**config.mk**
```make
export PLATFORM = sky130hd
export DESIGN_NAME = power_monitor_packet_decoder_flat
export DESIGN_NICKNAME = d
export VERILOG_FILES = /design/src/design/pmpd_pkg.sv /design/src/design/pmpd_if.sv /design/src/design/pmpd_conv.sv /design/src/design/power_monitor_packet_decoder.sv /design/src/flat_wrapper.sv
export SDC_FILE = /design/constraint.sdc
export NUM_CORES = 1
export LEC_CHECK = 0
export ABC_AREA = 1
export CAP_MARGIN = 40
export CORE_AREA = 2 2 219 328
export DETAILED_ROUTE_END_ITERATION = 7
export DIE_AREA = 0 0 221 330
export DONT_BUFFER_PORTS = 1
export GPL_TIMING_DRIVEN = 0
export PLACE_DENSITY_LB_ADDON = 0.2
export SYNTH_ARGS = -nofsm -noshare
export SYNTH_HDL_FRONTEND = slang
export SYNTH_SLANG_ARGS = --single-unit
```
**constraint.sdc**
```tcl
create_clock -name clk -period 9.5 [get_ports clk]
set_clock_uncertainty 0.2 [all_clocks]
set_input_delay 0.475 -clock clk [delete_from_list [all_inputs] [get_ports clk]]
set_output_delay 0.475 -clock clk [all_outputs]
set_load 0.01 [all_outputs]
```
**src/design/pmpd_pkg.sv**
```systemverilog
// ----------------------------------------------------------------------------
// pmpd_pkg
// Shared constants, frame layout and helpers of the power monitor decoder.
// ----------------------------------------------------------------------------
package pmpd_pkg;

	localparam int FRAME_BYTES = 11;
	localparam int POS_W       = $clog2(FRAME_BYTES);

	localparam logic [7:0] SYNC_BYTE = 8'h55;

	// byte offsets inside a frame
	localparam int ADDR_INDEX  = 1;
	localparam int COUNT_INDEX = 2;
	localparam int POWER_INDEX = 3;
	localparam int VOLT_INDEX  = 6;
	localparam int SUM_INDEX   = 9;

	localparam logic signed [16:0] VOLT_OFFSET = 17'sd27620;
	localparam logic signed [23:0] WATT_MUL    = 24'sd70;
	localparam logic signed [12:0] VOLT_BASE   = 13'sd1236;

	// reciprocals for exact truncating division of bounded magnitudes
	localparam logic [22:0] DIV17_M = 23'd7895161;
	localparam int          DIV17_K = 27;
	localparam logic [16:0] DIV85_M = 17'd98690;
	localparam int          DIV85_K = 23;
	localparam logic [11:0] DIV10_M = 12'd3277;
	localparam int          DIV10_K = 15;

	typedef struct packed {
		logic               bad;
		logic [7:0]         addr;
		logic [7:0]         count;
		logic signed [15:0] power;
		logic signed [15:0] volt_raw;
	} frame_t;

	// signed 24-bit value divided by 256, truncating toward zero
	function automatic logic signed [15:0] trunc256(input logic [23:0] v);
		logic round_up;
		round_up = v[23] && (v[7:0] != 8'd0);
		return v[23:8] + {15'd0, round_up};
	endfunction

endpackage

```
**src/design/pmpd_if.sv**
```systemverilog
// ----------------------------------------------------------------------------
// pmpd_if
// Valid/ready channels of the power monitor decoder: raw bytes and results.
// ----------------------------------------------------------------------------
interface pmpd_byte_if;
	logic       valid;
	logic       ready;
	logic [7:0] line_byte;

	modport source(output valid, output line_byte, input ready);
	modport sink(input valid, input line_byte, output ready);
endinterface

interface pmpd_result_if;
	logic               valid;
	logic               ready;
	logic               frame_status;
	logic [7:0]         sensor_address;
	logic [7:0]         sample_count;
	logic signed [18:0] power_watts;
	logic signed [8:0]  line_volts;

	modport source(output valid, output frame_status, output sensor_address,
		output sample_count, output power_watts, output line_volts, input ready);
	modport sink(input valid, input frame_status, input sensor_address,
		input sample_count, input power_watts, input line_volts, output ready);
endinterface

```
**src/design/pmpd_conv.sv**
```systemverilog
// ----------------------------------------------------------------------------
// pmpd_conv
// Scales a captured frame into watts and volts over three register stages.
// ----------------------------------------------------------------------------
module pmpd_conv
	import pmpd_pkg::*;
(
	input  logic           clk,
	input  logic           arst_n,
	input  logic           in_valid,
	output logic           in_ready,
	input  frame_t         in_frame,
	pmpd_result_if.source  result
);

	logic load_s2, load_s3, load_o;
	logic v_s2, v_s3, v_q;

	assign load_o   = !v_q || result.ready;
	assign load_s3  = !v_s3 || load_o;
	assign load_s2  = !v_s2 || load_s3;
	assign in_ready = load_s2;

	// stage 2: 70*(p+1) and v/256-27620 as sign and magnitude
	logic signed [16:0] p_inc;
	logic signed [23:0] x_prod, x_abs;
	logic signed [16:0] y_val, y_abs;

	assign p_inc  = {in_frame.power[15], in_frame.power} + 17'sd1;
	assign x_prod = 24'(p_inc) * WATT_MUL;
	assign x_abs  = x_prod[23] ? -x_prod : x_prod;
	assign y_val  = {in_frame.volt_raw[15], in_frame.volt_raw} - VOLT_OFFSET;
	assign y_abs  = y_val[16] ? -y_val : y_val;

	logic        bad_s2, xneg_s2, yneg_s2;
	logic [7:0]  addr_s2, count_s2;
	logic [21:0] xmag_s2;
	logic [15:0] ymag_s2;

	always_ff @(posedge clk or negedge arst_n) begin
		if (!arst_n) begin
			v_s2 <= 1'b0;
		end else if (load_s2) begin
			v_s2 <= in_valid;
		end
	end

	always_ff @(posedge clk) begin
		if (load_s2 && in_valid) begin
			bad_s2   <= in_frame.bad;
			addr_s2  <= in_frame.addr;
			count_s2 <= in_frame.count;
			xneg_s2  <= x_prod[23];
			xmag_s2  <= x_abs[21:0];
			yneg_s2  <= y_val[16];
			ymag_s2  <= y_abs[15:0];
		end
	end

	// stage 3: divide by 17 and by 85
	logic [44:0]        w_prod;
	logic [17:0]        w_mag;
	logic [32:0]        q_prod;
	logic [9:0]         q_mag;
	logic signed [18:0] watts;
	logic signed [10:0] q_val;

	assign w_prod = 45'(xmag_s2) * 45'(DIV17_M);
	assign w_mag  = w_prod[DIV17_K +: 18];
	assign watts  = xneg_s2 ? -$signed({1'b0, w_mag}) : $signed({1'b0, w_mag});
	assign q_prod = 33'(ymag_s2) * 33'(DIV85_M);
	assign q_mag  = q_prod[DIV85_K +: 10];
	assign q_val  = yneg_s2 ? -$signed({1'b0, q_mag}) : $signed({1'b0, q_mag});

	logic               bad_s3;
	logic [7:0]         addr_s3, count_s3;
	logic signed [18:0] watts_s3;
	logic signed [10:0] q_s3;

	always_ff @(posedge clk or negedge arst_n) begin
		if (!arst_n) begin
			v_s3 <= 1'b0;
		end else if (load_s3) begin
			v_s3 <= v_s2;
		end
	end

	always_ff @(posedge clk) begin
		if (load_s3 && v_s2) begin
			bad_s3   <= bad_s2;
			addr_s3  <= addr_s2;
			count_s3 <= count_s2;
			watts_s3 <= watts;
			q_s3     <= q_val;
		end
	end

	// output stage: (1236 + 4q) / 10
	logic signed [12:0] z_val, z_abs;
	logic [22:0]        v_prod;
	logic [7:0]         v_mag;
	logic signed [8:0]  volts;

	assign z_val  = VOLT_BASE + {q_s3[10], q_s3, 1'b0} + {q_s3[10], q_s3, 1'b0};
	assign z_abs  = z_val[12] ? -z_val : z_val;
	assign v_prod = 23'(z_abs[10:0]) * 23'(DIV10_M);
	assign v_mag  = v_prod[DIV10_K +: 8];
	assign volts  = z_val[12] ? -$signed({1'b0, v_mag}) : $signed({1'b0, v_mag});

	logic               status_q;
	logic [7:0]         addr_q, count_q;
	logic signed [18:0] watts_q;
	logic signed [8:0]  volts_q;

	always_ff @(posedge clk or negedge arst_n) begin
		if (!arst_n) begin
			v_q <= 1'b0;
		end else if (load_o) begin
			v_q <= v_s3;
		end
	end

	// a bad checksum leaves only the status bit
	always_ff @(posedge clk) begin
		if (load_o && v_s3) begin
			status_q <= bad_s3;
			addr_q   <= bad_s3 ? 8'd0 : addr_s3;
			count_q  <= bad_s3 ? 8'd0 : count_s3;
			watts_q  <= bad_s3 ? 19'sd0 : watts_s3;
			volts_q  <= bad_s3 ? 9'sd0 : volts;
		end
	end

	assign result.valid          = v_q;
	assign result.frame_status   = status_q;
	assign result.sensor_address = addr_q;
	assign result.sample_count   = count_q;
	assign result.power_watts    = watts_q;
	assign result.line_volts     = volts_q;

	a_bad_fields_zero: assert property (@(posedge clk) disable iff (!arst_n)
		v_q && status_q |-> addr_q == 8'd0 && count_q == 8'd0 &&
			watts_q == 19'sd0 && volts_q == 9'sd0)
		else $error("bad frame result carries nonzero fields");

	a_volts_range: assert property (@(posedge clk) disable iff (!arst_n)
		v_q |-> volts_q >= -9'sd160 && volts_q <= 9'sd147)
		else $error("line volts outside range");

	a_stall_hold: assert property (@(posedge clk) disable iff (!arst_n)
		v_q && !result.ready |=> v_q && $stable(watts_q) && $stable(volts_q))
		else $error("stalled result changed");

endmodule

```
**src/design/power_monitor_packet_decoder.sv**
```systemverilog
// ----------------------------------------------------------------------------
// power_monitor_packet_decoder
// Resyncs on the inverted sync byte, gathers eleven-byte frames, checks the
// byte sum and reports address, count, watts and volts per frame.
// ----------------------------------------------------------------------------
//  port     dir   item                         payload
//  line     in    one raw serial byte          line_byte
//  result   out   one decoded frame            frame_status, sensor_address,
//                                              sample_count, power_watts,
//                                              line_volts
//
//  one byte is taken every cycle while line.ready is high; the framer works
//  on it in that cycle; the closing byte of a frame reaches the result
//  through four registers (capture, scale, divide, output register)
//  a stalled result backs up the four stages; line.ready falls only when
//  the frame capture register is full and cannot move on
//  reset puts the framer into sync hunting and empties every stage
// ----------------------------------------------------------------------------
module power_monitor_packet_decoder
	import pmpd_pkg::*;
(
	input  logic          clk,
	input  logic          arst_n,
	pmpd_byte_if.sink     line,
	pmpd_result_if.source result
);

	logic [POS_W-1:0] pos_q;
	logic [7:0]       sum_q;
	logic [7:0]       frame_q [ADDR_INDEX:SUM_INDEX];

	logic       load_s1, conv_ready, accept, hunting, take, last;
	logic [7:0] c, sum_next;
	frame_t     cap;

	assign c        = ~line.line_byte;
	assign accept   = line.valid && line.ready;
	assign hunting  = (pos_q == '0) && (c != SYNC_BYTE);
	assign take     = accept && !hunting;
	assign last     = pos_q == POS_W'(FRAME_BYTES - 1);
	assign sum_next = sum_q + c;

	always_ff @(posedge clk or negedge arst_n) begin
		if (!arst_n) begin
			pos_q <= '0;
			sum_q <= 8'd0;
		end else if (take) begin
			if (last) begin
				pos_q <= '0;
				sum_q <= 8'd0;
			end else begin
				pos_q <= pos_q + 1'b1;
				sum_q <= sum_next;
			end
		end
	end

	// only the bytes that feed a result are kept
	always_ff @(posedge clk) begin
		if (take && pos_q >= POS_W'(ADDR_INDEX) && pos_q <= POS_W'(SUM_INDEX)) begin
			frame_q[pos_q] <= c;
		end
	end

	assign cap.bad      = sum_next != frame_q[SUM_INDEX];
	assign cap.addr     = frame_q[ADDR_INDEX];
	assign cap.count    = frame_q[COUNT_INDEX];
	assign cap.power    = trunc256({frame_q[POWER_INDEX + 2], frame_q[POWER_INDEX + 1],
		frame_q[POWER_INDEX]});
	assign cap.volt_raw = trunc256({frame_q[VOLT_INDEX + 2], frame_q[VOLT_INDEX + 1],
		frame_q[VOLT_INDEX]});

	logic   v_s1;
	frame_t frm_s1;

	assign load_s1    = !v_s1 || conv_ready;
	assign line.ready = load_s1;

	always_ff @(posedge clk or negedge arst_n) begin
		if (!arst_n) begin
			v_s1 <= 1'b0;
		end else if (load_s1) begin
			v_s1 <= take && last;
		end
	end

	always_ff @(posedge clk) begin
		if (take && last) begin
			frm_s1 <= cap;
		end
	end

	pmpd_conv u_conv (
		.clk      (clk),
		.arst_n   (arst_n),
		.in_valid (v_s1),
		.in_ready (conv_ready),
		.in_frame (frm_s1),
		.result   (result)
	);

	a_pos_range: assert property (@(posedge clk) disable iff (!arst_n)
		pos_q <= POS_W'(FRAME_BYTES - 1))
		else $error("byte position past frame end");

	a_hunt_stays: assert property (@(posedge clk) disable iff (!arst_n)
		accept && hunting |=> pos_q == '0 && sum_q == 8'd0)
		else $error("non-sync byte opened a frame");

	a_capture_at_end: assert property (@(posedge clk) disable iff (!arst_n)
		$rose(v_s1) |-> $past(last) && $past(take))
		else $error("frame captured away from its last byte");

	a_frame_wraps: assert property (@(posedge clk) disable iff (!arst_n)
		take && last |=> pos_q == '0 && sum_q == 8'd0)
		else $error("framer did not return to hunting");

endmodule

```
**src/flat_wrapper.sv**
```systemverilog
// flat-port wrapper written by rule: the top's interface ports become plain ports
module power_monitor_packet_decoder_flat import pmpd_pkg::*;
  (clk, arst_n, line_valid, line_line_byte, line_ready, result_valid, result_frame_status, result_sensor_address, result_sample_count, result_power_watts, result_line_volts, result_ready);
  pmpd_byte_if line_i ();
  pmpd_result_if result_i ();
  input  logic clk;
  input  logic arst_n;
  input wire logic [$bits(line_i.valid)-1:0] line_valid;
  input wire logic [$bits(line_i.line_byte)-1:0] line_line_byte;
  output wire logic [$bits(line_i.ready)-1:0] line_ready;
  output wire logic [$bits(result_i.valid)-1:0] result_valid;
  output wire logic [$bits(result_i.frame_status)-1:0] result_frame_status;
  output wire logic [$bits(result_i.sensor_address)-1:0] result_sensor_address;
  output wire logic [$bits(result_i.sample_count)-1:0] result_sample_count;
  output wire logic [$bits(result_i.power_watts)-1:0] result_power_watts;
  output wire logic [$bits(result_i.line_volts)-1:0] result_line_volts;
  input wire logic [$bits(result_i.ready)-1:0] result_ready;
  assign line_i.valid = line_valid;
  assign line_i.line_byte = line_line_byte;
  assign line_ready = line_i.ready;
  assign result_valid = result_i.valid;
  assign result_frame_status = result_i.frame_status;
  assign result_sensor_address = result_i.sensor_address;
  assign result_sample_count = result_i.sample_count;
  assign result_power_watts = result_i.power_watts;
  assign result_line_volts = result_i.line_volts;
  assign result_i.ready = result_ready;
  power_monitor_packet_decoder u_core (.clk(clk), .arst_n(arst_n), .line(line_i), .result(result_i));
endmodule
```
## Word level (Yosys, flattened, before mapping)

Memory sizes are Yosys's and may differ from the RTL's. A register that Yosys moved wholly into a read port is not among the register bits.
Index checks and enable logic that the tools add are counted.
Widths: inputs -> output; s select.

- Latch bits: 0
- Flip-flop bits (word level): 198
- Memory bits (writable): 72
- Memories kept: 1
- Bits of input ports: 12
- Bits in read-only memories: 0
- Output and inout port bits: 47
- Logic and storage cells: 90

Memory list:

| name | words | bits a word | rd ports | clocked after memory_dff | wr ports | line | source |
|---|---|---|---|---|---|---|---|
| u_core.frame_q | 9 | 8 | 9 | 2 | 1 | power_monitor_packet_decoder.sv:30 | `logic [7:0] frame_q [ADDR_INDEX:SUM_INDEX];` |

- Equal/unequal tests: 3
- Reduce and logical (&&, ||, !) cells: 24
- Multiply operators: 4
- Add/sub/neg operators: 14
- Bitwise gates (word level): 2
- Order comparisons: 2
- Shifts and indexed selects: 0
- Mux-type cells: 10
- Div/mod/pow operators: 0

Operators by type and width:

| kind | count |
|---|---|
| $mul 22x23->45 const B | 1 |
| $add 16x1->16 | 2 |
| $mul 16x16->32 const B | 1 |
| $mul 11x12->23 const B | 1 |
| $mul 17x7->23 const B | 1 |
| $mux 22 | 1 |
| $neg 22->22 | 1 |
| $neg 18->19 | 1 |
| $mux 18 | 1 |
| $add 16x2->17 const B | 1 |
| $sub 16x16->17 const B | 1 |
| $mux 16 | 1 |
| $mux 8 | 2 |
| $neg 16->16 | 1 |
| $reduce_bool 8->1 | 2 |
| $add 12x12->13 const A | 1 |
| $add 13x13->13 | 1 |
| $logic_and 1x1->1 | 11 |
| $mux 11 | 1 |
| $neg 10->11 | 1 |
| $neg 11->11 | 1 |
| $mux 10 | 1 |
| $neg 8->9 | 1 |
| $add 8x8->8 | 1 |
| 14 further kinds | 22 |

## Depth between registers and ports, before layout

- Depth after elaboration: 11
- Gate-level depth with buffers: 40
- Mapped depth without buffers: 40

## Cells and area by module

Synthesis repeated with hierarchy kept, for this count alone.

- Cells, all modules: 3,194
- Area, all modules: 27,884.2 µm²

Modules (own cells, without submodules):

| module | cells an instance | instances | area an instance (µm²) | seq. area each (µm²) |
|---|---|---|---|---|
| pmpd_conv | 2,771 | 1 | 22,387.7 | 4,519.3 |
| power_monitor_packet_decoder | 423 | 1 | 5,496.5 | 3,958.8 |

## Least setup slack after synthesis

No wires, ideal clock.

- Kind: register to register
- From: register u_core.u_conv.xmag_s2[20]
- To: register u_core.u_conv.watts_s3[16] (data pin)
- Data required time: 9.051 ns
- Period minus slack after synthesis: 6.757 ns
- Stages on the path, launching flop included: 31
- Arrival time: 6.308 ns
- Setup slack: 2.743 ns
- Library setup time: 0.249 ns
- Path buffers: 0
- Cell sequence: edfxtp_1 -> fa_1 -> fa_1 -> inv_1 -> fa_1 -> fa_1 -> fa_1 -> inv_1 -> fa_1 -> inv_1 -> fa_1 -> inv_1 -> ha_1 -> nand2_1 -> nor2_1 -> inv_1 -> nor2_1 -> nand3_1 -> nand2_1 -> nand2_1 -> nand2_1 -> ha_1 -> inv_1 -> nor2_1 -> nand3_1 -> nor2_1 -> nand3_1 -> nand2_2 -> nand3_1 -> nand2_1 -> inv_1

- Cells in the longest elaborated chain, start to end: 3

Ends and longest elaborated chain:

| what | line | source |
|---|---|---|
| start: declaration | pmpd_conv.sv:37 | `logic [21:0] xmag_s2;` |
| start signal: assignment | pmpd_conv.sv:54 | `xmag_s2 <= x_abs[21:0];` |
| $mul 22x23->45 (*) | pmpd_conv.sv:68 | `assign w_prod = 45'(xmag_s2) * 45'(DIV17_M);` |
| $neg 18->19 | pmpd_conv.sv:70 | `assign watts = xneg_s2 ? -$signed({1'b0, w_mag}) : $signed({1'b0, w_mag});` |
| $mux 18 (*) | pmpd_conv.sv:70 |  |
| net u_core.u_conv.watts[16] | pmpd_conv.sv:65 | `logic signed [18:0] watts;` |
| end signal: assignment | pmpd_conv.sv:93 | `watts_s3 <= watts;` |
| end: declaration | pmpd_conv.sv:77 | `logic signed [18:0] watts_s3;` |

The timed path passes the listed nets; every way through them passes the cells marked *.
A chain may end at the register's enable or synchronous reset.

## Worst setup path after layout

- From: register u_core.u_conv.xmag_s2[19]
- To: register u_core.u_conv.watts_s3[16] (data pin)

The elaborated chain is that of the path after synthesis.

==> parameters.txt <==
Parameter                              Value

Global routing
  Initial antenna violation count ... 1
  Via count of the first global-routing pass ... around 20,000
  Global-route wire length before repair ... 99,620 µm
  GR Util All Layers ... 17.08%
  Largest net degree at the start of global routing ... 41
  Overflow left after global routing ... 0

Drt
  Drt first pass iters ... 7
  Detailed-route via count ... 19,730
  Via density ... 4.726
  Number of routed nets with antenna violations ... 0
  Avg WL per Cell ... 14.70 µm
  Remaining design rule violation count ... 0
  Total length of routed wires ... 61,370 µm
  Initial DRC count ... 531

Yosys
  Share of Yosys cell area claimed by the top area cell type ... 29.07%
  Summed instance area of the synthesized netlist ... approximately 28,000 µm²
  Post-Synthesis Mean Instance Area ... 8.666 µm²
  Count of cell types in the netlist ... 47
  Post-synthesis net count ... 3,830
  Register area share after synthesis ... 30.52%
  Post-synthesis adder-cell area fraction ... 32.61%
  Main flop type after synthesis ... sky130_fd_sc_hd__edfxtp_1
  Largest area contributor in the synthesized netlist ... sky130_fd_sc_hd__edfxtp_1
  Simple logic cell fraction of the synthesized area ... 17.39%
  Share of flip-flops with an asynchronous set or reset ... ~5.6%
  Number of enable flip-flop cells after synthesis ... between 200 and 300
  Main combinational cell family by area after synthesis ... adder cells
  Xor and xnor area share after synthesis ... around 4.3%
  Synthesized instance count ... between 3,000 and 4,000
  Share of cell area taken by muxes after synthesis ... 0%
  Number of synthesized register bits ... 285
  Fraction of the mapped netlist area in compound gates ... around 4.4%
  Yosys Warn Count ... 0
  Leading post-synthesis cells by cell area ... sky130_fd_sc_hd__edfxtp_1, sky130_fd_sc_hd__ha_1, sky130_fd_sc_hd__fa_1

Clock tree
  Clock buffers created by TritonCTS ... 29
  CTS tree ... yes
  Insertion delay of the later-clocked pin in the worst-skew pair ... between 0.5 and 0.6 ns
  Number of sinks driven by the clock tree ... roughly 290
  Max Buffers Root-to-Sink ... 3
  Master cell of the clock root buffer ... sky130_fd_sc_hd__clkbuf_16
  Setup repair bufs after CTS ... 0
  Level count of the clock H-tree ... 1
  Total of cells resized after clock tree synthesis ... 0
  Post-CTS clock slew at the launch and capture registers of the worst setup and hold paths ... 0.06 ns

Placement
  Final weighted congestion of routability-driven global placement ... 0.9456
  Post-detail-place hpwl ... 53,470 µm
  Number of input and output port buffers inserted ... 0

Layout
  Layout Area Growth over Synthesis ... 7.904%
  Proportion of layout cells with a drive suffix above 1 ... 2.601%
  Most common library cell in the layout ignoring fill and taps ... sky130_fd_sc_hd__inv_1
  Final net count ... 3,872
  Commonest non-fill, non-tap cells in the layout ... sky130_fd_sc_hd__inv_1, sky130_fd_sc_hd__nand2_1, sky130_fd_sc_hd__ha_1, sky130_fd_sc_hd__edfxtp_1, sky130_fd_sc_hd__nor2_1
  Diode count ... 0

Floorplanning
  Row count ... 119
  Horizontal die dimension ... 221 µm
  I/O Pins ... 59
  CORE AREA ... 70,130 µm²
  Initial Utilization ... a little under 40%
  Die Y-Extent ... 330 µm
  DIE AREA ... 72,930 µm²

Critical path
  Critical path's slowest cell ... sky130_fd_sc_hd__fa_1
  Setup crit end kind ... register
  Startpoint-to-endpoint class of the critical path ... register to register
  WP buf/inv ... 7
  Arrival time of data at the critical path endpoint ... 7.71 ns
  Top Family by Delay on Critical Path ... adder cells
  Launching element type of the critical path ... register
  Required time of the worst setup path ... just under 10 ns
  Delay contributed by the slowest stage of the critical path ... 0.60 ns
  Largest fanout on the critical path ... 6

STA
  Finish-stage setup viols ... 0
  Pin slew with the least headroom to its limit ... 0.8505 ns
  Worst relative slew slack ... 43.11%
  Total Neg Setup Slack ... 0 ns
  Period utilisation layout ... 79.47%
  Achievable frequency ... between 100 and 150 MHz
  Setup repair after global routing missed its margin ... no
  Number of slew-limit violations in the final report ... 0
  Final count of hold timing violations ... 0
  Period minus WS final ... ~7.5 ns

Min path
  Hold crit path type ... primary input to register

Job
  Max-cap check violation count ... 0

Status
  Status ... finished clean
[final timing paths]
kind                                                          start                                   end  slack [ns]  cells past startpoint
worst max register to register  u_core.u_conv.xmag_s2[19]$_DFFE_PP_  u_core.u_conv.watts_s3[16]$_DFFE_PP_        1.95                     30
worst max-delay path            u_core.u_conv.xmag_s2[19]$_DFFE_PP_  u_core.u_conv.watts_s3[16]$_DFFE_PP_        1.95                     30
max in group asynchronous                                    arst_n           u_core.sum_q[3]$_DFFE_PN0P_        8.33                      1
min in group asynchronous                                    arst_n           u_core.sum_q[6]$_DFFE_PN0P_        0.24                      1
worst min register to register       u_core.frame_q[1][5]$_DFFE_PP_           u_core.frm_s1[45]$_DFFE_PP_        0.21                      0
worst min-delay path                              line_line_byte[7]        u_core.frame_q[4][7]$_DFFE_PP_        0.04                      1
[worst reg2reg max path, delay by kind of cell, from the launching register on]
kind / cells / cell delay [ns]
adder cells (fa/ha/maj): 9 / 4.33
AND/OR/NAND/NOR: 14 / 1.88
flip-flops: 1 / 0.52
buffers and inverters: 7 / 0.40
[layout make-up]
type	instances	area [µm²]
fill	7022	40150
timing repair buffer	11	135.1
clock buffer	35	748.2
tap	907	1135
buffer	15	87.58
multi-input combinational	2130	16330
sequential	285	8478
inverter	776	2913
clock inverter	16	150.1
[flip-flops by register name, summed over array words and instances (netlist names), 4 cells and up]
| register | flops |
|---|---|
| u_core.u_conv.addr_s3 | 8 |
| u_core.u_conv.watts_s3 | 19 |
| u_core.u_conv.xmag_s2 | 21 |
| u_core.frm_s1 | 49 |
| u_core.u_conv.count_s3 | 8 |
| u_core.u_conv.result.power_watts | 19 |
| u_core.frame_q | 72 |
| u_core.u_conv.q_s3 | 11 |
| u_core.pos_q | 4 |
| u_core.sum_q | 8 |
| u_core.u_conv.count_s2 | 8 |
| u_core.u_conv.result.line_volts | 9 |
| u_core.u_conv.ymag_s2 | 16 |
| u_core.u_conv.addr_s2 | 8 |
| u_core.u_conv.result.sensor_address | 8 |
| u_core.u_conv.result.sample_count | 8 |
[per-stage QoR]
stage	hold WS (ns)	instance area (µm²)	std cells	setup WS (ns)	util [%]
2_1_floorplan	-0.02059	27780	3206	2.743	-
3_3_place_gp	-0.01996	28920	4113	1.895	41.24
3_5_place_dp	-0.02004	29050	4121	1.889	41.42
4_1_cts	0.02897	29980	4175	1.885	42.75
5_1_grt	0.04276	29980	4175	1.413	42.75
6_report	0.03940	29980	4175	1.950	42.75
[what timing repair did]
item | in CTS | in global routing
setup endpoints to repair | 0 | 0
hold endpoints to repair | 18 | 0
hold buffers | 3 | 0
[cells in the mapped netlist (all sizes together), types with 6 or more instances]
library cell / count
nand3b: 10
dfrtp: 16
nor3: 32
fa: 187
nor2: 245
clkbuf: 9
nor4: 12
nand3: 158
xor2: 92
nand2: 653
o21bai: 12
buf: 6
xnor2: 43
o21ai: 68
nand4: 36
a21o: 6
ha: 425
or2: 8
inv: 776
edfxtp: 269
a21oi: 112
[kinds of logic after synthesis]
logic type               after synthesis
AND/OR/NAND/NOR                     1163
buffers and inverters                791
adder cells (fa/ha/maj)              612
flip-flops                           285
AO/OA/AOI/OAI                        220
XOR/XNOR                             135
[routing by layer]
| metal | GRT usage, % | wire length, µm |
|---|---|---|
| met1 | 16.70 | 22170 |
| met2 | 35.45 | 34720 |
| met3 | 1.414 | 1240 |
| met4 | 8.127 | 3233 |
| met5 | 0 | 0 |
Power is left out: the tool's default activity adds up to more than one toggle a clock period on the data nets, which glitch-free logic cannot reach.
